File: src/rtl/sbh_ram.sv
// Generic single write port, single read port RAM with registered read.
// No dependencies.
module sbh_ram #(
  parameter int WIDTH = 8,
  parameter int DEPTH = 16
) (
  input  logic                     clk,
  input  logic                     we,
  input  logic [$clog2(DEPTH)-1:0] waddr,
  input  logic [WIDTH-1:0]         wdata,
  input  logic [$clog2(DEPTH)-1:0] raddr,
  output logic [WIDTH-1:0]         rdata
);

  logic [WIDTH-1:0] mem [DEPTH];

  always_ff @(posedge clk) begin
    if (we) begin
      mem[waddr] <= wdata;
    end
    rdata <= mem[raddr];
  end

endmodule

File: config.mk
export PLATFORM = sky130hd
export DESIGN_NAME = sbh_ram
export DESIGN_NICKNAME = d
export VERILOG_FILES = /design/src/rtl/sbh_ram.sv
export SDC_FILE = /design/constraint.sdc
export NUM_CORES = 1
export LEC_CHECK = 0
export ABC_AREA = 1
export BUFFER_PORTS_ARGS = -buffer_cell sky130_fd_sc_hd__buf_2
export CAP_MARGIN = 20
export CORE_MARGIN = 3
export CORE_UTILIZATION = 58
export CTS_CLUSTER_DIAMETER = 50
export DETAILED_ROUTE_END_ITERATION = 10
export PLACE_DENSITY = 0.86
export SYNTH_ARGS = -nofsm -noshare
export SYNTH_HDL_FRONTEND = slang
export SYNTH_SLANG_ARGS = --single-unit
File: constraint.sdc
create_clock -name clk -period 1.5 [get_ports clk]
set_input_delay 0.45 -clock clk [delete_from_list [all_inputs] [get_ports clk]]
set_output_delay 0.45 -clock clk [all_outputs]
set_load 0.1 [all_outputs]
Word-level counts from Yosys, hierarchy flattened
Memory sizes are Yosys's and may differ from the RTL's. A register that Yosys moved wholly into a read port is not among the register bits.
Index checks and enable logic that the tools add are counted.
{"block": "op_classes", "muxes": 2}
{"op": "$mux 1", "count": 2}
{"block": "totals", "ff_bits": 0, "ramBits": 128, "inputBits": 18, "output_inout_bits": 8, "word_cells": 3, "mem_count": 1}
{"memory": "mem", "depth": 16, "width": 8, "rd": 1, "rd_ports_with_merged_regs": 1, "write_ports": 1, "line": "15", "source": "logic [WIDTH-1:0] mem [DEPTH];"}

Logic depth before layout (Yosys ltp)
{"block": "logic_depth", "word_depth": 2, "ltp_mapped": 8, "ltp_nobuf": 7}

Worst setup path after synthesis
OpenSTA, ideal clock, no wires.
{"block": "synth_timing", "path_type": "input to register", "from": "input port waddr[3]", "to": "memory mem[4][0], enable pin", "setup_ps": 370, "arrival_time_ps": 1031, "t_required_ps": 1130, "setup_slack_ps": 99, "cell_stages": 2, "path_buffers": 0, "path_cell_list": "nand3b_1 -> nor2_1"}
{"element": "start, declared", "line": "9", "source": "input logic [$clog2(DEPTH)-1:0] waddr,"}
{"element": "end, declared", "line": "15"}
No word-level cell before the write port.

Worst setup path after layout
{"block": "layout_timing", "from": "register rdata[4] (read register of mem)", "to": "output port rdata[4]"}
{"element": "start, declared", "line": "12", "source": "output logic [WIDTH-1:0] rdata"}
No word-level cell between the ends.

==> impl_metrics.json <==
{
  "ctsHoldBuffers": 0,
  "die_area_um2": 11200,
  "ir_drop_v": 0.000869,
  "leakage_nw": 2.99,
  "yosysUniqueCellTypes": 12,
  "final_util_pct": 72.6,
  "drt-total-wl_mm": 13.5,
  "endpoint_kind": "output port",
  "hp-start": "wdata[2]",
  "cts.sinks": 136,
  "nets": 615,
  "clk_path_buf_depth": 2,
  "required_ns": 1.05,
  "synth.ff_latch_count": 136,
  "grt_start_max_net_pins": 65,
  "layout-drive-gt1-share_pct": 15.1,
  "cts_buffers": 17,
  "grt_pass1_vias": 4103,
  "synthesis.nets": 569,
  "globalRoute.busiestLayer": "met2",
  "boundaryPins": 26,
  "netlist_area_um2": 5770,
  "h-tree-depth": 4,
  "crit_chain": "buf_12",
  "synth_top_cell_by_area": "edfxtp_1",
  "grt_pass1_wl_mm": 21.4,
  "drcViolationCount": 0,
  "clock.fmax_ghz": 0.663,
  "drtPass1Iterations": 5,
  "yosysWarnings": 0,
  "gr-usage-all-layers_pct": 25.8,
  "layout_commonest_cell": "nand2_1",
  "fin_crit_sh_pct": 101,
  "drt_iter0_markers": 452,
  "io_buffers": 25,
  "setup_viol_count_final": 3,
  "initial_utilization_pct": 61.0,
  "clock_skew_ns": 0.00530,
  "violations": "negative setup slack",
  "relSlewSlack_pct": 74.9,
  "dp_hpwl_mm": 7.93,
  "cts_tree": "built",
  "synthCells": 551,
  "met1_usage_pct": 32.5,
  "maxCapViolations": 0,
  "place.gp.congestion": 0.809,
  "cpMaxStageDelayCell": "dfxtp_4",
  "die_height_um": 106,
  "die-width_um": 106,
  "seq_area_frac_synth_pct": 69.4,
  "syn_to_final_growth_pct": 19.2,
  "yosysTopAreaCellShare_pct": 66.7,
  "clock_latency_ns": 0.51,
  "n_fill_cell": 601,
  "crit_path_start": "rdata[4]",
  "num_antenna_cells": 0,
  "core_um2": 9460,
  "crit_type": "reg2out",
  "cp_data_arrival_time_ns": 1.06,
  "antenna_found_initial": 0,
  "seqCellArea_um2": 4020,
  "rows": 35,
  "avgViaCountPerCell": 5.51,
  "multi_input_area_um2": 1210,
  "vias": 4072,
  "finalCriticalPeriod_ns": 1.51,
  "r2r-start": "mem[0][2]",
  "hold_ws_ns": 0.341,
  "cp-start-kind": "flop",
  "grt_use_met2_pct": 42.2,
  "slew_violations": 0,
  "hold_class": "in2reg",
  "clk_pin_slew_worst_paths_ns": 0.06,
  "hold_violations": 0,
  "cpLargestDelayFamily": "flip-flops",
  "clockRootBuffer": "clkbuf_8",
  "grt-ovfl-total": 0,
  "cts_setup_buffers": 0,
  "cp_num_buf_inv": 1,
  "wire_per_inst_um": 18.3,
  "fin_ws_ns": -0.00915,
  "ant_nets": 0,
  "most-common-layout-cells": "173 x nand2_1, 128 x edfxtp_1, 100 x inv_1, 97 x nand3_1, 19 x buf_4",
  "syn_avg_cell_area_um2": 10.5,
  "cp_slowest_stage_delay_ns": 0.37,
  "use_met3_pct": 6.67,
  "rsz0062_at_grt": "yes",
  "power.density_nw_per_um2": 1320,
  "yosys-top-cells-area": "edfxtp_1 67%, nand2_1 11%, nand3_1 8.4%, inv_1 6.5%, dfxtp_1 2.8%",
  "tightestPinTransition_ns": 0.376,
  "status": "complete, but fails checks",
  "critPathMaxFanout": 1
}
[final timing paths]
path                     to  slack (ns)  cells after the start
setup / recovery   rdata[4]      -0.009                      1
hold / removal    mem[1][2]        0.34                      1
setup reg to reg   rdata[2]        0.48                      6
hold reg to reg    rdata[6]        0.68                      6
[area by class of cell]
| cell class | instances | share of cell area, % |
|---|---|---|
| Clock buffer | 18 | 6.08 |
| Clock inverter | 14 | 2.17 |
| Inverter | 102 | 5.57 |
| Multi-Input combinational cell | 289 | 17.7 |
| Sequential cell | 136 | 58.5 |
| Tap cell | 129 | 2.35 |
| Timing Repair Buffer | 51 | 7.68 |
[metrics by stage]
stage	cells	total power, mW	TNS (ns)	instance area, um^2	setup WS, ns
after floorplan	551	4.83	0	5770	0.0992
after global routing	739	9.31	-0.187	6870	-0.0489
final	739	9.04	-0.0192	6870	-0.00915
after detailed placement	707	5.12	0	6230	0.0106
after CTS	739	9.07	-0.0761	6870	-0.0308
after global placement	707	5.10	0	6230	0.0327
[cell families (layout without fill, tap and decap cells)]
logic type,after synthesis,in the layout,share of synthesized area (%)
buffers and inverters,126,185,9.52
flip-flops,136,136,69.4
AND/OR/NAND/NOR,289,289,21.0
[per-layer routing]
layer  up-vias  share of wire, %
met5         -                 0
met4         0               3.5
met3        44               9.9
met2       256                50
met1      1908                37
li1       1864                 -
[cells in the mapped netlist]
library cell / instances
buf_1: 1
nand3_1: 97
nor2_1: 17
nand3b_1: 2
nand2_1: 173
edfxtp_1: 128
dfxtp_1: 8
buf_2: 13
buf_6: 6
inv_2: 2
inv_1: 100
buf_4: 4
[sequential cells by signal, indices dropped and copies added (netlist names)]
| name | flops |
|---|---|
| rdata | 8 |
| mem | 128 |
[timing repair]
action / in CTS / in global routing
gates resized for setup: 26 / 0
pin swaps: 0 / 0
setup endpoints to repair: 8 / 8
[report_power, final]
part	internal (mW)	switching [mW]	leakage, nW	total (mW)
registers	4.25	0.0453	1.22	4.30
logic	0.259	0.557	1.50	0.816
clock network	2.37	1.56	0.268	3.93
Power figures use the tool's default switching activity.
