`src/rtl/sbh_pkg.sv`:
```
// Shared package for the spatial bin histogram.
// Holds operation and register codes, fixed field widths and reset values.
// No dependencies.
package sbh_pkg;

  localparam int NUM_BINS_DEF    = 256;
  localparam int COUNT_WIDTH_DEF = 20;
  localparam int NUM_TYPES_DEF   = 16;
  localparam int COORD_WIDTH_DEF = 24;

  localparam int OP_W       = 2;
  localparam int KIND_W     = 4;
  localparam int BINNUM_W   = 8;
  localparam int BIN_SIZE_W = 23;
  localparam int BIU_W      = 9;
  localparam int MASK_W     = 16;
  localparam int MODE_W     = 2;
  localparam int CFG_IDX_W  = 3;
  localparam int CFG_DATA_W = 32;

  localparam logic [BIN_SIZE_W-1:0] BIN_SIZE_RST = BIN_SIZE_W'(256);
  localparam logic [BIU_W-1:0]      BIU_RST      = BIU_W'(256);

  typedef enum logic [OP_W-1:0] {
    OP_ADD   = 2'd0,
    OP_READ  = 2'd1,
    OP_CLEAR = 2'd2,
    OP_NONE  = 2'd3
  } sbh_op_t;

  typedef enum logic [MODE_W-1:0] {
    MODE_X      = 2'd0,
    MODE_Y      = 2'd1,
    MODE_Z      = 2'd2,
    MODE_RADIAL = 2'd3
  } sbh_mode_t;

  typedef enum logic [CFG_IDX_W-1:0] {
    REG_AXIS_MODE   = 3'd0,
    REG_AXIS_LOW    = 3'd1,
    REG_BIN_SIZE    = 3'd2,
    REG_CENTER_X    = 3'd3,
    REG_CENTER_Y    = 3'd4,
    REG_BINS_IN_USE = 3'd5,
    REG_TYPE_MASK   = 3'd6,
    REG_SPARE       = 3'd7
  } sbh_reg_t;

  typedef struct packed {
    logic start;
    logic radial;
  } sbh_bin_ctl_t;

endpackage

```
`src/rtl/sbh_binner.sv`:
```
// Bin finder: serial square-sum and digit-by-digit square root (radial mode only), restoring divide, clamp.
// Depends on sbh_pkg.
module sbh_binner #(
  parameter int COORD_WIDTH = sbh_pkg::COORD_WIDTH_DEF,
  parameter int NUM_BINS    = sbh_pkg::NUM_BINS_DEF
) (
  input  logic                                 clk,
  input  logic                                 rst_n,
  input  sbh_pkg::sbh_bin_ctl_t                ctl,
  input  logic signed [COORD_WIDTH:0]          dx,
  input  logic signed [COORD_WIDTH:0]          dy,
  input  logic [sbh_pkg::BIN_SIZE_W-1:0]       bs,
  input  logic [$clog2(NUM_BINS+1)-1:0]        nb,
  output logic                                 done,
  output logic [$clog2(NUM_BINS)-1:0]          bin
);

  localparam int DW   = COORD_WIDTH + 1;
  localparam int MW   = (DW > 31) ? 31 : DW;
  localparam int SW   = 2 * MW + 2;
  localparam int NP   = MW + 1;
  localparam int RW   = NP + 2;
  localparam int DDW  = COORD_WIDTH + 2;
  localparam int BSW  = sbh_pkg::BIN_SIZE_W;
  localparam int NBW  = $clog2(NUM_BINS + 1);
  localparam int AW   = $clog2(NUM_BINS);
  localparam int CNTW = $clog2(SW + 1);
  localparam logic [DW-1:0] MAG_LIM = DW'((64'd1 << MW) - 64'd1);

  typedef enum logic [4:0] {
    B_IDLE = 5'b00001,
    B_SQ   = 5'b00010,
    B_RT   = 5'b00100,
    B_DV   = 5'b01000,
    B_CL   = 5'b10000
  } bstate_t;

  bstate_t state_r, state_nxt;
  logic [MW-1:0]   ax_r, ax_nxt, ay_r, ay_nxt, xs_r, xs_nxt, ys_r, ys_nxt;
  logic [SW-1:0]   acc_r, acc_nxt;
  logic [RW-1:0]   rem_r, rem_nxt;
  logic [NP-1:0]   root_r, root_nxt;
  logic [DDW-1:0]  dq_r, dq_nxt;
  logic [BSW-1:0]  drem_r, drem_nxt;
  logic [CNTW-1:0] cnt_r, cnt_nxt;

  logic [DW-1:0]   magx, magy;
  logic [RW-1:0]   rem_sh, trial;
  logic            rt_ge, dv_ge;
  logic [BSW:0]    dv_t;

  always_comb begin
    magx = dx[DW-1] ? DW'(-dx) : DW'(dx);
    magy = dy[DW-1] ? DW'(-dy) : DW'(dy);
    if (magx > MAG_LIM) magx = MAG_LIM;
    if (magy > MAG_LIM) magy = MAG_LIM;
    rem_sh = {rem_r[RW-3:0], acc_r[SW-1:SW-2]};
    trial  = {root_r, 2'b01};
    rt_ge  = rem_sh >= trial;
    dv_t   = {drem_r, dq_r[DDW-1]};
    dv_ge  = dv_t >= {1'b0, bs};
  end

  always_comb begin
    state_nxt = state_r;
    ax_nxt    = ax_r;
    ay_nxt    = ay_r;
    xs_nxt    = xs_r;
    ys_nxt    = ys_r;
    acc_nxt   = acc_r;
    rem_nxt   = rem_r;
    root_nxt  = root_r;
    dq_nxt    = dq_r;
    drem_nxt  = drem_r;
    cnt_nxt   = cnt_r - CNTW'(1);
    done      = 1'b0;
    bin       = '0;
    unique case (state_r)
      B_IDLE: begin
        cnt_nxt = cnt_r;
        if (ctl.start) begin
          if (ctl.radial) begin
            ax_nxt    = MW'(magx);
            ay_nxt    = MW'(magy);
            xs_nxt    = MW'(magx);
            ys_nxt    = MW'(magy);
            acc_nxt   = '0;
            cnt_nxt   = CNTW'(MW);
            state_nxt = B_SQ;
          end else if (dx[DW-1]) begin
            dq_nxt    = '0;
            state_nxt = B_CL;
          end else begin
            dq_nxt    = DDW'(unsigned'(dx));
            drem_nxt  = '0;
            cnt_nxt   = CNTW'(DDW);
            state_nxt = B_DV;
          end
        end
      end
      B_SQ: begin
        acc_nxt = {acc_r[SW-2:0], 1'b0}
                  + (xs_r[MW-1] ? SW'(ax_r) : '0)
                  + (ys_r[MW-1] ? SW'(ay_r) : '0);
        xs_nxt  = {xs_r[MW-2:0], 1'b0};
        ys_nxt  = {ys_r[MW-2:0], 1'b0};
        if (cnt_r == CNTW'(1)) begin
          rem_nxt   = '0;
          root_nxt  = '0;
          cnt_nxt   = CNTW'(NP);
          state_nxt = B_RT;
        end
      end
      B_RT: begin
        acc_nxt  = {acc_r[SW-3:0], 2'b00};
        rem_nxt  = rt_ge ? rem_sh - trial : rem_sh;
        root_nxt = {root_r[NP-2:0], rt_ge};
        if (cnt_r == CNTW'(1)) begin
          dq_nxt    = DDW'({root_r[NP-2:0], rt_ge});
          drem_nxt  = '0;
          cnt_nxt   = CNTW'(DDW);
          state_nxt = B_DV;
        end
      end
      B_DV: begin
        drem_nxt = dv_ge ? BSW'(dv_t - {1'b0, bs}) : dv_t[BSW-1:0];
        dq_nxt   = {dq_r[DDW-2:0], dv_ge};
        if (cnt_r == CNTW'(1)) begin
          state_nxt = B_CL;
        end
      end
      B_CL: begin
        done      = 1'b1;
        bin       = (dq_r >= DDW'(nb)) ? AW'(nb - NBW'(1)) : AW'(dq_r);
        state_nxt = B_IDLE;
      end
      default: state_nxt = B_IDLE;
    endcase
  end

  always_ff @(posedge clk) begin
    if (!rst_n) begin
      state_r <= B_IDLE;
      cnt_r   <= '0;
    end else begin
      state_r <= state_nxt;
      cnt_r   <= cnt_nxt;
    end
    ax_r   <= ax_nxt;
    ay_r   <= ay_nxt;
    xs_r   <= xs_nxt;
    ys_r   <= ys_nxt;
    acc_r  <= acc_nxt;
    rem_r  <= rem_nxt;
    root_r <= root_nxt;
    dq_r   <= dq_nxt;
    drem_r <= drem_nxt;
  end

endmodule

```
`config.mk`:
```
export PLATFORM = sky130hd
export DESIGN_NAME = sbh_binner
export DESIGN_NICKNAME = d
export VERILOG_FILES = /design/src/rtl/sbh_pkg.sv /design/src/rtl/sbh_binner.sv
export SDC_FILE = /design/constraint.sdc
export NUM_CORES = 1
export LEC_CHECK = 0
export BUFFER_PORTS_ARGS = -buffer_cell sky130_fd_sc_hd__buf_4
export CORE_ASPECT_RATIO = 0.5
export CORE_MARGIN = 4
export CORE_UTILIZATION = 38
export DETAILED_ROUTE_END_ITERATION = 8
export PLACE_DENSITY_LB_ADDON = 0.3
export REMOVE_ABC_BUFFERS = 1
export SLEW_MARGIN = 5
export SYNTH_ARGS = -nofsm -noshare
export SYNTH_HDL_FRONTEND = slang
export SYNTH_SLANG_ARGS = --single-unit
```
`constraint.sdc`:
```
create_clock -name clk -period 10.6 [get_ports clk]
set_input_delay 1.06 -clock clk [delete_from_list [all_inputs] [get_ports clk]]
set_output_delay 1.06 -clock clk [all_outputs]
set_load 0.01 [all_outputs]
```
== Yosys cells after proc, flatten, opt, wreduce, memory -nomap -nowiden ==
Index checks and enable logic that the tools add are counted.

* Add/subtract/negate cells: 8
* $mul: 0
* Divide/modulo/power cells: 0
* Magnitude comparators: 5
* Equal/unequal tests: 14
* Shifts and indexed selects: 0
* Muxes and demuxes: 46
* Bitwise gates (word level): 0
* Reductions and logical operators: 13

{| class="wikitable"
|+ Operators with widths
! kind !! count
|-
| $mux W25 || 10
|-
| $mux W26 || 6
|-
| $pmux W52 S3 || 1
|-
| $mux W23 || 5
|-
| $add A52 B25 Y52 || 2
|-
| $mux W52 || 2
|-
| $pmux W26 S2 || 2
|-
| $pmux W25 S2 || 2
|-
| $pmux W26 S3 || 1
|-
| $pmux W23 S3 || 1
|-
| $gt A25 B25 Y1 const B || 2
|-
| $neg A25 Y25 || 2
|-
| $mux W5 || 6
|-
| $ge A28 B28 Y1 || 1
|-
| $ge A26 B9 Y1 || 1
|-
| $sub A26 B26 Y26 || 1
|-
| $ge A24 B23 Y1 || 1
|-
| $mux W24 || 1
|-
| $mux W6 || 4
|-
| $sub A23 B23 Y23 || 1
|-
| $pmux W5 S4 || 1
|-
| $mux W8 || 2
|-
| $ne A2 B2 Y1 const B || 7
|-
| $pmux W6 S2 || 1
|-
| other kinds (17) || 23
|}

* Register bits after elaboration: 264
* Bits in latches: 0
* Memory bits (writable): 0
* Memory bits (read-only): 0
* Input bits: 86
* Output and inout port bits: 9
* Word-level logic and storage cells: 97
* Memories kept: 0

== Logic depth before layout (Yosys ltp) ==
* Depth after elaboration: 7
* Mapped depth: 15
* Mapped depth without buffers: 14

== Worst setup path before layout ==
No wires, ideal clock.

* Path kind: reg-to-reg
* Start point: register cnt_r[2]
* End point: register rem_r[0] (enable)
* Library setup time: 0.534 ns
* Data arrival time: 4.915 ns
* Required time: 10.066 ns
* Slack: 5.152 ns
* Stages on the path, launching flop included: 4
* Buffers on the path: 0
* Period minus slack after synthesis: 5.448 ns
* Cells stage by stage: dfxtp_1 > or3_1 > or3b_2 > o21ai_0

* Cells in the longest elaborated chain, start to end: 3

{| class="wikitable"
|+ Ends and longest elaborated chain
! element !! line !! RTL
|-
| from (decl) || sbh_binner.sv:45 || <nowiki>logic [CNTW-1:0] cnt_r, cnt_nxt;</nowiki>
|-
| from (signal assigned) || sbh_binner.sv:147 || <nowiki>cnt_r <= cnt_nxt;</nowiki>
|-
| $eq A6 B1 Y1 || sbh_binner.sv:107 || <nowiki>if (cnt_r == CNTW'(1)) begin</nowiki>
|-
| $ne A2 B2 Y1 (no line) || - ||
|-
| $reduce_and A2 Y1 (no line) || - ||
|-
| to (signal assigned) || sbh_binner.sv:154 || <nowiki>rem_r <= rem_nxt;</nowiki>
|-
| to (decl) || sbh_binner.sv:41 || <nowiki>logic [RW-1:0] rem_r, rem_nxt;</nowiki>
|}

No other way between the ends.
A chain may end at the register's enable or synchronous reset.

== Worst setup path in the final report ==
* Start point: register dq_r[12]
* End point: output port bin[6]

* Cells in the longest elaborated chain, start to end: 3

{| class="wikitable"
|+ Ends and longest elaborated chain
! element !! line !! RTL
|-
| from (decl) || sbh_binner.sv:43 || <nowiki>logic [DDW-1:0] dq_r, dq_nxt;</nowiki>
|-
| from (signal assigned) || sbh_binner.sv:156 || <nowiki>dq_r <= dq_nxt;</nowiki>
|-
| $ge A26 B9 Y1 || sbh_binner.sv:134 || <nowiki>bin = (dq_r >= DDW'(nb)) ? AW'(nb - NBW'(1)) : AW'(dq_r);</nowiki>
|-
| $mux W8 || sbh_binner.sv:134 ||
|-
| $mux W8 || sbh_binner.sv:78 || <nowiki>unique case (state_r)</nowiki>
|-
| to (decl) || sbh_binner.sv:15 || <nowiki>output logic [$clog2(NUM_BINS)-1:0] bin</nowiki>
|}

No other way between the ends.

==> results.txt <==
CTS resizes: 0
Crit-path slowest cell: or4_1
Setup WS pre-CTS: 6160 ps
DR pass1 iterations: 5
Total Routing Usage GR: 16.3%
Internal power: 0.00210 W
Root buffer cell: clkbuf_16
Inserted Clock Buffers: 26
# rows: 54
Max-slew violations: 0
CP required: 9540 ps
Starting Density: 38.8%
Core area: 0.0439 mm^2
Final period util: 43.2%
Layout fillers: 4194
Number of I/O port buffers: 94
Leak: 7.62 nW
Synth async-reset ratio: 0%
First-pass GRT wire length: 64600 um
Final setup viols: 0
DRC: 0
Synth Flop Type: edfxtp_1
Vias in the first global route: 12.1k
Gate power share: 24.7%
Max-cap violations: 0
Status: completed
Yosys warns: 0
Bufs and invs on worst path: 1
Seq/Total Area, Yosys: 45.9%
Sequential power share: 44.1%
Setup TNS: 0 ps
Clock sinks: 264
Number of synthesized flops with an enable pin: 253
DP HPWL: 28300 um
Die Area: 0.0485 mm^2
Clock Pin Slew Worst Setup and Hold Paths: 70 ps
Share of cells above drive strength 1: 10.3%
Die height: 158 um
Number of synthesized register bits: 264
Crit path launch type: register
Clock Latency Late Sink: 570 ps
Crit path max-delay family: compound AO/OA/AOI/OAI gates
PwrDens: 157 mW/mm^2
Nets@finish: 1954
# IOs: 95
CP max FO: 16
Relative slew slack: 27.3%
Post-synth cell types: 73
Crit-path max cell delay: 640 ps
Post-Synthesis Cells: 1678
Starting DRT DRC Count: 869
Worst min path class: reg -> reg
Sw Pwr: 0.000922 W
# hold bufs at CTS: 0
Die Wd: 307 um
WS Path Type: reg -> out
RSZ-0062 raised after global routing: false
Worst Tran Pin Value: 1090 ps
Clock Skew: 22.3 ps
CTS tree: done
Clk pwr share: 31.1%
Setup Fix Bufs, Post-CTS: 0
Synthesis-to-layout area growth: 12.9%
Multi-input gate area: 0.00866 mm^2
Sw Ratio: 30.5%
H-tree depth: 1
Minimum clock period: 4570 ps
Fmax: 219 MHz
Grt ovf: 0
Via density per instance: 5.34
Critical Path, Cell by Cell: or4_1, o31ai_1, a21o_1, a2111oi_0, o21bai_1, a21oi_1, o211ai_2, nor2_1, a211oi_1, buf_4
Antenna viol nets, final: 0
GPL Wtd Cong: 0.852
Largest net degree at the start of global routing: 60
Worst setup EP type: primary output
Fin worst setup slack: 6030 ps
Final wirelength: 40000 um
Syn_area_per_cell: 10.2 um^2
Mapped Area: 0.0170 mm^2
Max Buffers Root-to-Sink: 3
Via count: 12.6k
Final Hold Vio Count: 0
Register area: 0.00782 mm^2
Ant diodes: 0
VDD IR max: 0.107 mV
Worst path arrival time: 3510 ps
Initial antenna violation count: 0
Avg WL per Cell: 17.0 um
-- power by group through the flow --
stage | Clock, W | Sequential, W | Combinational, W
2_1_floorplan | 0 | 0.00134 | 0.000557
3_3_place_gp | 0 | 0.00136 | 0.000743
3_5_place_dp | 0 | 0.00136 | 0.000748
4_1_cts | 0.000967 | 0.00134 | 0.000753
5_1_grt | 0.00101 | 0.00135 | 0.000844
6_report | 0.000942 | 0.00133 | 0.000749
-- layout make-up --
class                      instances  area share [%]
sequential                       264            40.6
clock inverter                    16           0.748
tap                              588            3.83
timing repair buffer             110            4.29
clock buffer                      32            3.60
inverter                          95            1.85
multi-input combinational       1254            45.0
-- final timing paths --
path / start / slack [ps] / end / cells past startpoint
min: cnt_r[3] / 490 / cnt_r[3] / 2
max: dq_r[12] / 6030 / bin[6] / 10
min reg2reg: cnt_r[3] / 490 / cnt_r[3] / 2
max reg2reg: ys_r[24] / 6130 / acc_r[49] / 14
-- synth_stat cells (10+ instances only) --
| library cell | instances | area share [%] |
|---|---|---|
| a31oi_1 | 10 | 0.37 |
| o21a_1 | 14 | 0.62 |
| clkbuf_1 | 51 | 1.1 |
| a221o_1 | 24 | 1.4 |
| a21o_1 | 25 | 1.1 |
| nand2b_1 | 17 | 0.62 |
| dfxtp_1 | 11 | 1.3 |
| inv_1 | 95 | 2.1 |
| o31ai_1 | 21 | 0.93 |
| nor2_1 | 231 | 5.1 |
| ha_1 | 91 | 6.7 |
| nand2_1 | 116 | 2.6 |
| xnor2_1 | 95 | 4.9 |
| fa_1 | 26 | 3.1 |
| a211oi_1 | 28 | 1.2 |
| edfxtp_1 | 253 | 45 |
| and2_1 | 61 | 2.2 |
| mux2i_1 | 35 | 2.1 |
| xor2_1 | 39 | 2.0 |
| a21oi_1 | 71 | 2.1 |
| o21ai_0 | 107 | 3.1 |
| and3_1 | 20 | 0.73 |
| nand3_1 | 31 | 0.91 |
| mux2_2 | 14 | 0.93 |
| nor3_1 | 28 | 0.82 |
-- worst min-delay path, delay by kind of cell, from the launching register on --
kind | cells | cell delay (ps)
AO/OA/AOI/OAI | 1 | 50
flip-flops | 1 | 340
buffers and inverters | 1 | 60
-- through the flow --
step                hold slack, ps  instance area [um^2]  util, %  std cells  power, W
floorplan                      446                 16800        -       1613   0.00190
global placement               461                 18400     41.9       2311   0.00210
detailed placement             471                 18400     41.9       2311   0.00210
CTS                            485                 19200     43.8       2359   0.00305
global route                   510                 19200     43.8       2359   0.00320
finish                         485                 19200     43.8       2359   0.00303
-- kinds of logic after synthesis --
| group | after synthesis | synth area share, % |
|---|---|---|
| compound gates | 387 | 15.3 |
| mux | 49 | 2.98 |
| xor+xnor | 134 | 6.89 |
| simple gates | 567 | 15.6 |
| buf+inv | 160 | 3.63 |
| fa+ha+maj | 117 | 9.74 |
| flops | 264 | 45.9 |
-- flip-flops by register name (all words and copies together), names as in the netlist --
signal,flops
state_r,5
ax_r,25
dq_r,26
ys_r,25
drem_r,23
cnt_r,6
acc_r,52
ay_r,25
xs_r,25
rem_r,26
root_r,26
-- cell usage in the layout, fill, tap and decap left out, types with 7 or more instances in the layout --
master and count:
a2111oi_0 7, a211oi_1 28, a21o_1 25, a21oi_1 70, a221o_1 24, a22o_1 7, a31oi_1 10, and2_1 61
and3_1 20, buf_4 110, clkbuf_16 26, dfxtp_1 11, edfxtp_1 253, fa_1 26, ha_1 91, inv_1 94
mux2_2 14, mux2i_1 35, nand2_1 115, nand2b_1 17, nand3_1 31, nand4_1 9, nor2_1 231, nor2b_1 9
nor3_1 27, nor4_1 8, o21a_1 14, o21ai_0 106, o21bai_1 9, o31ai_1 21, o41ai_1 7, or3_1 7
or4_1 8, xnor2_1 95, xor2_1 39
-- per-layer routing --
layer / global-route usage (%) / vias to the layer above / wire length, um
li1: - / 6259 / -
met1: 23.0 / 6107 / 19600
met2: 27.1 / 193 / 18300
met3: 2.42 / 41 / 1440
met4: 2.87 / 0 / 653
met5: 0 / - / 0
(Power assumes the default switching activity.)
